## src/pocc_pkg.sv

```systemverilog
package pocc_pkg;

    localparam int unsigned BYTE_W     = 8;
    localparam int unsigned SUM_W      = 48;
    localparam int unsigned WORD_W     = 32;
    localparam int unsigned GATHER_W   = 24;
    localparam int unsigned POS_W      = 2;
    localparam int unsigned COUNT_W    = 17;
    localparam int unsigned S_TDATA_W  = 24;
    localparam int unsigned M_TDATA_W  = 32;

    localparam logic [POS_W-1:0]   POS_FULL  = 2'd3;
    localparam logic [POS_W-1:0]   POS_ONE   = 2'd1;
    localparam logic [POS_W-1:0]   POS_TWO   = 2'd2;
    localparam logic [COUNT_W-1:0] COUNT_MAX = '1;

    typedef logic [SUM_W-1:0] sum_t;

    function automatic sum_t tail_value(input logic [GATHER_W-1:0] gather,
                                        input logic [POS_W-1:0] pos);
        logic [16:0] pair;
        sum_t        result;
        pair   = {1'b0, gather[23:8]} + {9'd0, gather[7:0]};
        result = '0;
        case (pos)
            POS_ONE:  result = {40'd0, gather[7:0]};
            POS_TWO:  result = {32'd0, gather[15:0]};
            POS_FULL: result = {31'd0, pair};
            default:  result = '0;
        endcase
        return result;
    endfunction

endpackage

```

## src/packet_ones_complement_checksum.sv

```systemverilog
// The packet sum is held in final_reg, then folded and inverted into cks_reg.
// One byte per cycle while s_tready is high; one accumulator add per accepted byte.
// Two result registers part the sides, so s_tready drops only when both hold
// results and m_tready is low.
// Reset: synchronous, active low; clears the accumulator, counters and held settings.
module packet_ones_complement_checksum (
    input  logic                             aclk,
    input  logic                             aresetn,
    input  logic                             s_tvalid,
    output logic                             s_tready,
    // data_byte[7:0], header_length[15:8], include_payload[16], zero[23:17]
    input  logic [pocc_pkg::S_TDATA_W-1:0]   s_tdata,
    // first_byte[0]
    input  logic                             s_tuser,
    input  logic                             s_tlast,
    output logic                             m_tvalid,
    input  logic                             m_tready,
    // checksum[31:0]
    output logic [pocc_pkg::M_TDATA_W-1:0]   m_tdata,
    // checksum_is_zero[0]
    output logic                             m_tuser
);
    import pocc_pkg::*;

    sum_t                  sum_reg, sum_next;
    logic [GATHER_W-1:0]   gather_reg, gather_next;
    logic [POS_W-1:0]      pos_reg, pos_next;
    logic [COUNT_W-1:0]    seen_reg, seen_next;
    logic [BYTE_W-1:0]     hdr_reg, hdr_next;
    logic                  whole_reg, whole_next;

    sum_t                  final_reg, final_next;
    logic                  p1_valid_reg, p1_valid_next;
    logic [WORD_W-1:0]     cks_reg, cks_next;
    logic                  zero_reg, zero_next;
    logic                  m_valid_reg, m_valid_next;

    logic [BYTE_W-1:0]     in_byte;
    logic                  in_accept;
    logic                  out_ready;
    logic                  p1_advance;
    sum_t                  eff_sum;
    logic [GATHER_W-1:0]   eff_gather;
    logic [POS_W-1:0]      eff_pos;
    logic [COUNT_W-1:0]    eff_seen;
    logic                  counted;
    logic [GATHER_W-1:0]   upd_gather;
    logic [POS_W-1:0]      upd_pos;
    sum_t                  addend;
    sum_t                  upd_sum;
    logic [WORD_W:0]       fold_sum;
    logic [WORD_W-1:0]     folded;

    assign in_byte    = s_tdata[7:0];
    assign out_ready  = !m_valid_reg || m_tready;
    assign p1_advance = p1_valid_reg && out_ready;
    assign s_tready   = !p1_valid_reg || out_ready;
    assign in_accept  = s_tvalid && s_tready;

    always_comb begin
        hdr_next   = hdr_reg;
        whole_next = whole_reg;
        eff_sum    = sum_reg;
        eff_gather = gather_reg;
        eff_pos    = pos_reg;
        eff_seen   = seen_reg;
        if (s_tuser) begin
            hdr_next   = s_tdata[15:8];
            whole_next = s_tdata[16];
            eff_sum    = '0;
            eff_gather = '0;
            eff_pos    = '0;
            eff_seen   = '0;
        end
        counted    = whole_next || (eff_seen < {{(COUNT_W-BYTE_W){1'b0}}, hdr_next});
        upd_gather = eff_gather;
        upd_pos    = eff_pos;
        addend     = '0;
        if (counted) begin
            if (eff_pos == POS_FULL) begin
                addend     = {{(SUM_W-WORD_W){1'b0}}, eff_gather, in_byte};
                upd_gather = '0;
                upd_pos    = '0;
            end else begin
                upd_gather = {eff_gather[15:0], in_byte};
                upd_pos    = eff_pos + POS_ONE;
            end
        end
        if (s_tlast) begin
            addend = addend + tail_value(upd_gather, upd_pos);
        end
        upd_sum   = eff_sum + addend;
        seen_next = (eff_seen < COUNT_MAX) ? eff_seen + 1'b1 : eff_seen;
        if (s_tlast) begin
            sum_next    = '0;
            gather_next = '0;
            pos_next    = '0;
            seen_next   = '0;
        end else begin
            sum_next    = upd_sum;
            gather_next = upd_gather;
            pos_next    = upd_pos;
        end
    end

    always_comb begin
        fold_sum = {1'b0, final_reg[WORD_W-1:0]}
                 + {{(WORD_W+1-(SUM_W-WORD_W)){1'b0}}, final_reg[SUM_W-1:WORD_W]};
        folded   = fold_sum[WORD_W-1:0] + {{(WORD_W-1){1'b0}}, fold_sum[WORD_W]};
        cks_next  = p1_advance ? ~folded : cks_reg;
        zero_next = p1_advance ? (folded == '1) : zero_reg;
        final_next = (in_accept && s_tlast) ? upd_sum : final_reg;
        if (in_accept && s_tlast) begin
            p1_valid_next = 1'b1;
        end else if (p1_advance) begin
            p1_valid_next = 1'b0;
        end else begin
            p1_valid_next = p1_valid_reg;
        end
        if (p1_advance) begin
            m_valid_next = 1'b1;
        end else if (m_tready) begin
            m_valid_next = 1'b0;
        end else begin
            m_valid_next = m_valid_reg;
        end
    end

    always_ff @(posedge aclk) begin
        if (!aresetn) begin
            sum_reg      <= '0;
            gather_reg   <= '0;
            pos_reg      <= '0;
            seen_reg     <= '0;
            hdr_reg      <= '0;
            whole_reg    <= 1'b0;
            p1_valid_reg <= 1'b0;
            m_valid_reg  <= 1'b0;
        end else begin
            if (in_accept) begin
                sum_reg    <= sum_next;
                gather_reg <= gather_next;
                pos_reg    <= pos_next;
                seen_reg   <= seen_next;
                hdr_reg    <= hdr_next;
                whole_reg  <= whole_next;
            end
            p1_valid_reg <= p1_valid_next;
            m_valid_reg  <= m_valid_next;
        end
    end

    always_ff @(posedge aclk) begin
        final_reg <= final_next;
        cks_reg   <= cks_next;
        zero_reg  <= zero_next;
    end

    assign m_tvalid = m_valid_reg;
    assign m_tdata  = cks_reg;
    assign m_tuser  = zero_reg;

endmodule
```

## config.mk

```make
export PLATFORM = sky130hd
export DESIGN_NAME = packet_ones_complement_checksum
export DESIGN_NICKNAME = d
export VERILOG_FILES = /design/src/pocc_pkg.sv /design/src/packet_ones_complement_checksum.sv
export SDC_FILE = /design/constraint.sdc
export NUM_CORES = 1
export LEC_CHECK = 0
export ABC_CLOCK_PERIOD_IN_PS = 11310
export BUFFER_PORTS_ARGS = -buffer_cell sky130_fd_sc_hd__buf_2
export CAP_MARGIN = 20
export CORE_UTILIZATION = 57
export CTS_BUF_LIST = sky130_fd_sc_hd__clkbuf_16
export CTS_CLUSTER_SIZE = 25
export DETAILED_ROUTE_END_ITERATION = 6
export GPL_TIMING_DRIVEN = 1
export PLACE_DENSITY = 0.78
export SLEW_MARGIN = 20
export SYNTH_ARGS = -nofsm -noshare
export SYNTH_HDL_FRONTEND = slang
export SYNTH_SLANG_ARGS = --single-unit
```

## constraint.sdc

```tcl
create_clock -name aclk -period 11.31 [get_ports aclk]
set_input_delay 0.5655 -clock aclk [delete_from_list [all_inputs] [get_ports aclk]]
set_output_delay 0.5655 -clock aclk [all_outputs]
set_load 0.005 [all_outputs]
```

==> impl_metrics.ini, run 1 <==
[run_status]
status = complete, no violations

[setup_path]
crit_path_end_kind = flip-flop
arrival_ns = 10.32
crit_path_start = s_tuser
cp.required_ns = 11.68
critPathMaxStageDelay_ns = 0.52
cp_common_cell = o21ai_0
crit_fanout = 39
startpoint_type = input port
regToRegStartpoint = seen_reg[1]$_SDFFE_PN0P_
crit_type = input port to flip-flop
critical-path-slowest-cell = a31oi_4

[timing]
setup_viol = 0
fin_skew_ns = 0.0152
slew_violations = 0
fmax_ghz = 0.100
whs_ns = 0.378
slew_headroom_pct = 34.3
post-route-period-util_pct = 88.0
tightest_slew_ns = 0.985
setup_tns_ns = 0
rsz0062_at_grt = no
hold_violations = 0
period_minus_slack_ns = 9.95
setup_slack_ns = 1.36

[finish]
final_cell_area_um2 = 15000
nets = 1805
drive_gt1_share_pct = 8.72
area_growth_pct = 8.34
diodes = 0
nFillCells = 2063
final-seq-area_um2 = 4470
multi_input_area_um2 = 8830

[grt]
gr-total-overflow = 0
grt_pass1_vias = 11740
grt_max_degree = 71
grt_usage_pct = 29.3
grt_antenna_before_repair = 0
grt_pass1_wl_mm = 58.1

[clock_network]
htree_levels = 4
clock_path_buffers = 2
holdBufCountCts = 0
numCtsBuffers = 17
clock-root-buffer = clkbuf_16
clkTransAtPathRegs_ns = 0.08
postCtsSetupBuffers = 0
clock-sinks = 183
clk_latency_ns = 0.45
cts_resized = 0
cts_tree = done

[placement]
place_congestion = 0.928
detailed_place_hpwl_mm = 25.8
placed_area_um2 = 14400
preCtsSetupSlack_ns = 1.06
port_buffers = 57

[route]
wl_met2_mm = 17.2
wl_mm = 35.5
wl_met3_mm = 1.77
dr.pass1.iters = 5
drtIter0Drc = 1045
wl_per_cell_um = 17.6
viasPerCell = 6.21
drc = 0
ant_nets = 0
num_vias = 12528
met1_length_mm = 15.5
top_layer = met4

[floorplan]
coreArea_um2 = 23700
die_w_um = 158
die-area_um2 = 24900
io-pin-count = 65
initial_core_util_pct = 58.5
rows = 56
die_h_um = 158

[hold_path]
min_path_type = input port to flip-flop
min_from = s_tdata[8]

[power]
power_density_nw_per_um2 = 102
p_total_mw = 1.53
p_leak_nw = 5.89
ir_worst_vdd_mv = 0.0898

[logic_synthesis]
yosys_most_used_dff = dfxtp_1
ys_warn_count = 0
netlist_instances = 1672
ys_seq_area_share_pct = 32.3
async_flop_share_pct = 0
ys_ff_latch = 183
yosysUniqueCellTypes = 89
yosys.area.top_type = edfxtp_1
synth_edf_count = 81
synth_area_leaders = edfxtp_1 (18%), dfxtp_1 (15%), ha_1 (7.8%), nor2_1 (5.7%), xnor2_1 (5.4%)
synth_nets = 1792
yosysTopAreaCellShare_pct = 17.6
synth_area_per_cell_um2 = 8.28
netlist_area_um2 = 13800

[run]
maxCapViolations = 0
through the flow:
stage / instances / util, %
3_3_place_gp: 1985 / 60.7
3_5_place_dp: 1985 / 60.7
4_1_cts: 2017 / 63.3
5_1_grt: 2017 / 63.4
6_report: 2017 / 63.4
2_1_floorplan: 1672 / -
cell families after synthesis:
family          synth area share [%]
compound gates                  21.5
xor+xnor                        8.65
fa+ha+maj                       8.35
buf+inv                         4.20
flops                           32.3
mux                             1.89
simple gates                    23.1
Yosys cell counts (9+ instances only):
cell and n:
inv_1 65, xnor2_1 86, nor2b_1 57, nor3_1 38, o211ai_1 11, or3_1 13, o31ai_1 10, clkbuf_1 64
edfxtp_1 81, nor3b_1 12, a211oi_1 20, a21o_1 39, nand3_1 49, nor2_1 210, nand2_1 120, nor4_1 12
a22oi_1 53, dfxtp_1 102, mux2_2 9, o21a_1 16, and3_1 26, o21bai_1 12, o21ai_0 71, and2_1 21
ha_1 86, nand2b_1 17, a21oi_1 109, a31oi_1 31, mux2i_1 16, nand4_1 27, xor2_1 49
worst max-delay path, delay by kind of cell:
| kind | cells | cell delay [ns] |
|---|---|---|
| adder cells (fa/ha/maj) | 4 | 1.49 |
| AND/OR/NAND/NOR | 13 | 2.29 |
| AO/OA/AOI/OAI | 21 | 4.60 |
| XOR/XNOR | 1 | 0.07 |
| buffers and inverters | 4 | 1.27 |
final cells by class:
cell class                      count  area share (%)
Multi-Input combinational cell   1342            58.9
Sequential cell                   183            29.8
Clock buffer                       18            3.00
Timing Repair Buffer               74            2.77
Tap cell                          319            2.66
Inverter                           67            1.68
Clock inverter                     14            1.19
layout by cell type, fill, tap and decap left out, types with 30 or more instances in the layout:
cell	n
ha_1	86
nor2_1	208
dfxtp_1	102
nor2b_1	56
a21oi_1	109
xor2_1	49
buf_2	56
nand2_1	119
o21ai_0	71
xnor2_1	86
edfxtp_1	81
a21o_1	39
a31oi_1	30
a22oi_1	53
nand3_1	49
inv_1	64
nor3_1	38
final timing paths:
check	end	slack, ns	cells after the start
setup / recovery	sum_reg[47]$_SDFFE_PN0P_	1.36	43
setup reg to reg	sum_reg[47]$_SDFFE_PN0P_	1.37	41
hold / removal	hdr_reg[0]$_SDFFE_PN0P_	0.38	3
hold reg to reg	sum_reg[17]$_SDFFE_PN0P_	0.45	2
where the power goes:
| part | internal [mW] | switching, mW | total [mW] |
|---|---|---|---|
| clock | 0.349 | 0.289 | 0.638 |
| sequential | 0.705 | 0.00910 | 0.714 |
| combinational | 0.0591 | 0.116 | 0.175 |
layer usage:
layer  vias up  track usage (%)
met2       434             50.3
li1       6110                -
met4         0             12.2
met1      5905             37.3
met3        79             3.26
met5         -                0
Note: power is estimated with default switching activity, not from simulation.
==> inputs of run 2 (changes only) <==
- CAP_MARGIN: 20 -> 10
- CORE_UTILIZATION: 57 -> 41
- PLACE_DENSITY: 0.78 -> unset
==> run 2 against run 1 <==
Non-clock buffer count increased by 2. Largest power group unchanged. Sequential power about the same. Maximum frequency grew 1.8%. Power barely moved. Wire length rose by 5.1%. Sequential cell count is the same. Critical path depth rose by 2. Core utilization fell by 17 points.
==> impl_metrics.ini, run 2 (synthesis gave the netlist of run 1 again) <==
[floorplan]
die_w_um = 186
initial_core_util_pct = 42.1
die-area_um2 = 34500
rows = 66
coreArea_um2 = 32900
die_h_um = 186
io-pin-count = 65

[power]
ir_worst_vdd_mv = 0.0950
p_leak_nw = 5.90
p_total_mw = 1.53
power_density_nw_per_um2 = 101

[timing]
fmax_ghz = 0.102
rsz0062_at_grt = no
setup_tns_ns = 0
whs_ns = 0.371
slew_violations = 0
tightest_slew_ns = 1.04
hold_violations = 0
setup_viol = 0
period_minus_slack_ns = 9.77
post-route-period-util_pct = 86.4
slew_headroom_pct = 30.8
fin_skew_ns = 0.0112

[setup_path]
arrival_ns = 10.16
cp_common_cell = o21ai_0
crit_path_end_kind = flip-flop
r2r_setup_slack_ns = 1.54
cp.required_ns = 11.69
critPathBufInv = 4
startpoint_type = input port
critPathMaxStageDelay_ns = 0.44
cpLargestDelayFamily = compound AO/OA/AOI/OAI gates
crit_fanout = 32
critical-path-slowest-cell = a311oi_1
crit_type = input port to flip-flop

[clock_network]
numCtsBuffers = 17
cts_tree = done
clock-sinks = 183
htree_levels = 4
clk_latency_ns = 0.45
cts_resized = 0
clkTransAtPathRegs_ns = 0.08
postCtsSetupBuffers = 0
clock_path_buffers = 2
holdBufCountCts = 0
clock-root-buffer = clkbuf_16

[grt]
gr-total-overflow = 0
grt_pass1_vias = 11303
grt_usage_pct = 22.0
grt_antenna_before_repair = 1
grt_pass1_wl_mm = 59.6
grt_max_degree = 71

[placement]
dp_cells = 2110
port_buffers = 57
detailed_place_hpwl_mm = 27.3
place_congestion = 0.911

[finish]
final_common_cell = nor2_1
diodes = 0
stdcell_count = 2142
area_growth_pct = 9.43
drive_gt1_share_pct = 8.76
nets = 1807
layout_common_cells = nor2_1 (209), nand2_1 (119), a21oi_1 (109), dfxtp_1 (102)

[route]
wl_per_cell_um = 17.4
drtIter0Drc = 869
wl_mm = 37.3
drc = 0
num_vias = 12343
viasPerCell = 5.76
ant_nets = 0
dr.pass1.iters = 7

[hold_path]
min_path_type = input port to flip-flop

[run]
maxCapViolations = 0

[run_status]
status = complete, no violations
-- run 2: cell types whose count changed in the layout (fill, tap and decap cells not counted) --
cell / delta
clkinvlp_4: -1
nor2_2: -1
inv_6: -1
buf_4: +2
clkbuf_16: -1
inv_2: +1
nor2_1: +1
inv_8: +2
-- run 2: layout make-up --
class,instances,area [µm²]
inverter,67,251
sequential,183,4470
multi-input combinational,1342,8830
clock inverter,15,189
tap,442,553
timing repair buffer,76,430
clock buffer,17,425
fill,3280,17700
-- run 2: worst paths after layout --
| path | end | cells after the start | startpoint |
|---|---|---|---|
| setup / recovery | sum_reg[47]$_SDFFE_PN0P_ | 45 | s_tuser |
| hold / removal | hdr_reg[0]$_SDFFE_PN0P_ | 3 | s_tdata[8] |
| setup reg to reg | sum_reg[47]$_SDFFE_PN0P_ | 41 | seen_reg[1]$_SDFFE_PN0P_ |
| hold reg to reg | sum_reg[17]$_SDFFE_PN0P_ | 2 | sum_reg[17]$_SDFFE_PN0P_ |
-- run 2: metal layers --
metal,global-route usage [%],vias up,wire length [µm]
met3,2.92,48,1290
met5,0,-,13
met1,29.4,5918,17600
met4,6.03,2,608
met2,36.9,271,17800
li1,-,6104,-
-- run 2: power breakdown --
part	leakage (nW)	switching, mW	internal (mW)
sequential	1.61	0.00922	0.705
combinational	3.98	0.117	0.0591
clock	0.301	0.302	0.337
total	5.90	0.428	1.10
-- run 2: through the flow --
step	utilization [%]	setup WS (ns)	instance area (µm²)
5_1_grt	46.1	0.636	15200
6_report	46.1	1.54	15200
2_1_floorplan	-	0.451	13800
4_1_cts	46.1	1.57	15200
3_5_place_dp	44.2	1.17	14500
3_3_place_gp	44.2	1.24	14500
-- run 2: tightest hold or removal path, stage by stage --
cell	delay, ns
buf_2	0.10
nand3_1	0.06
a21oi_1	0.05
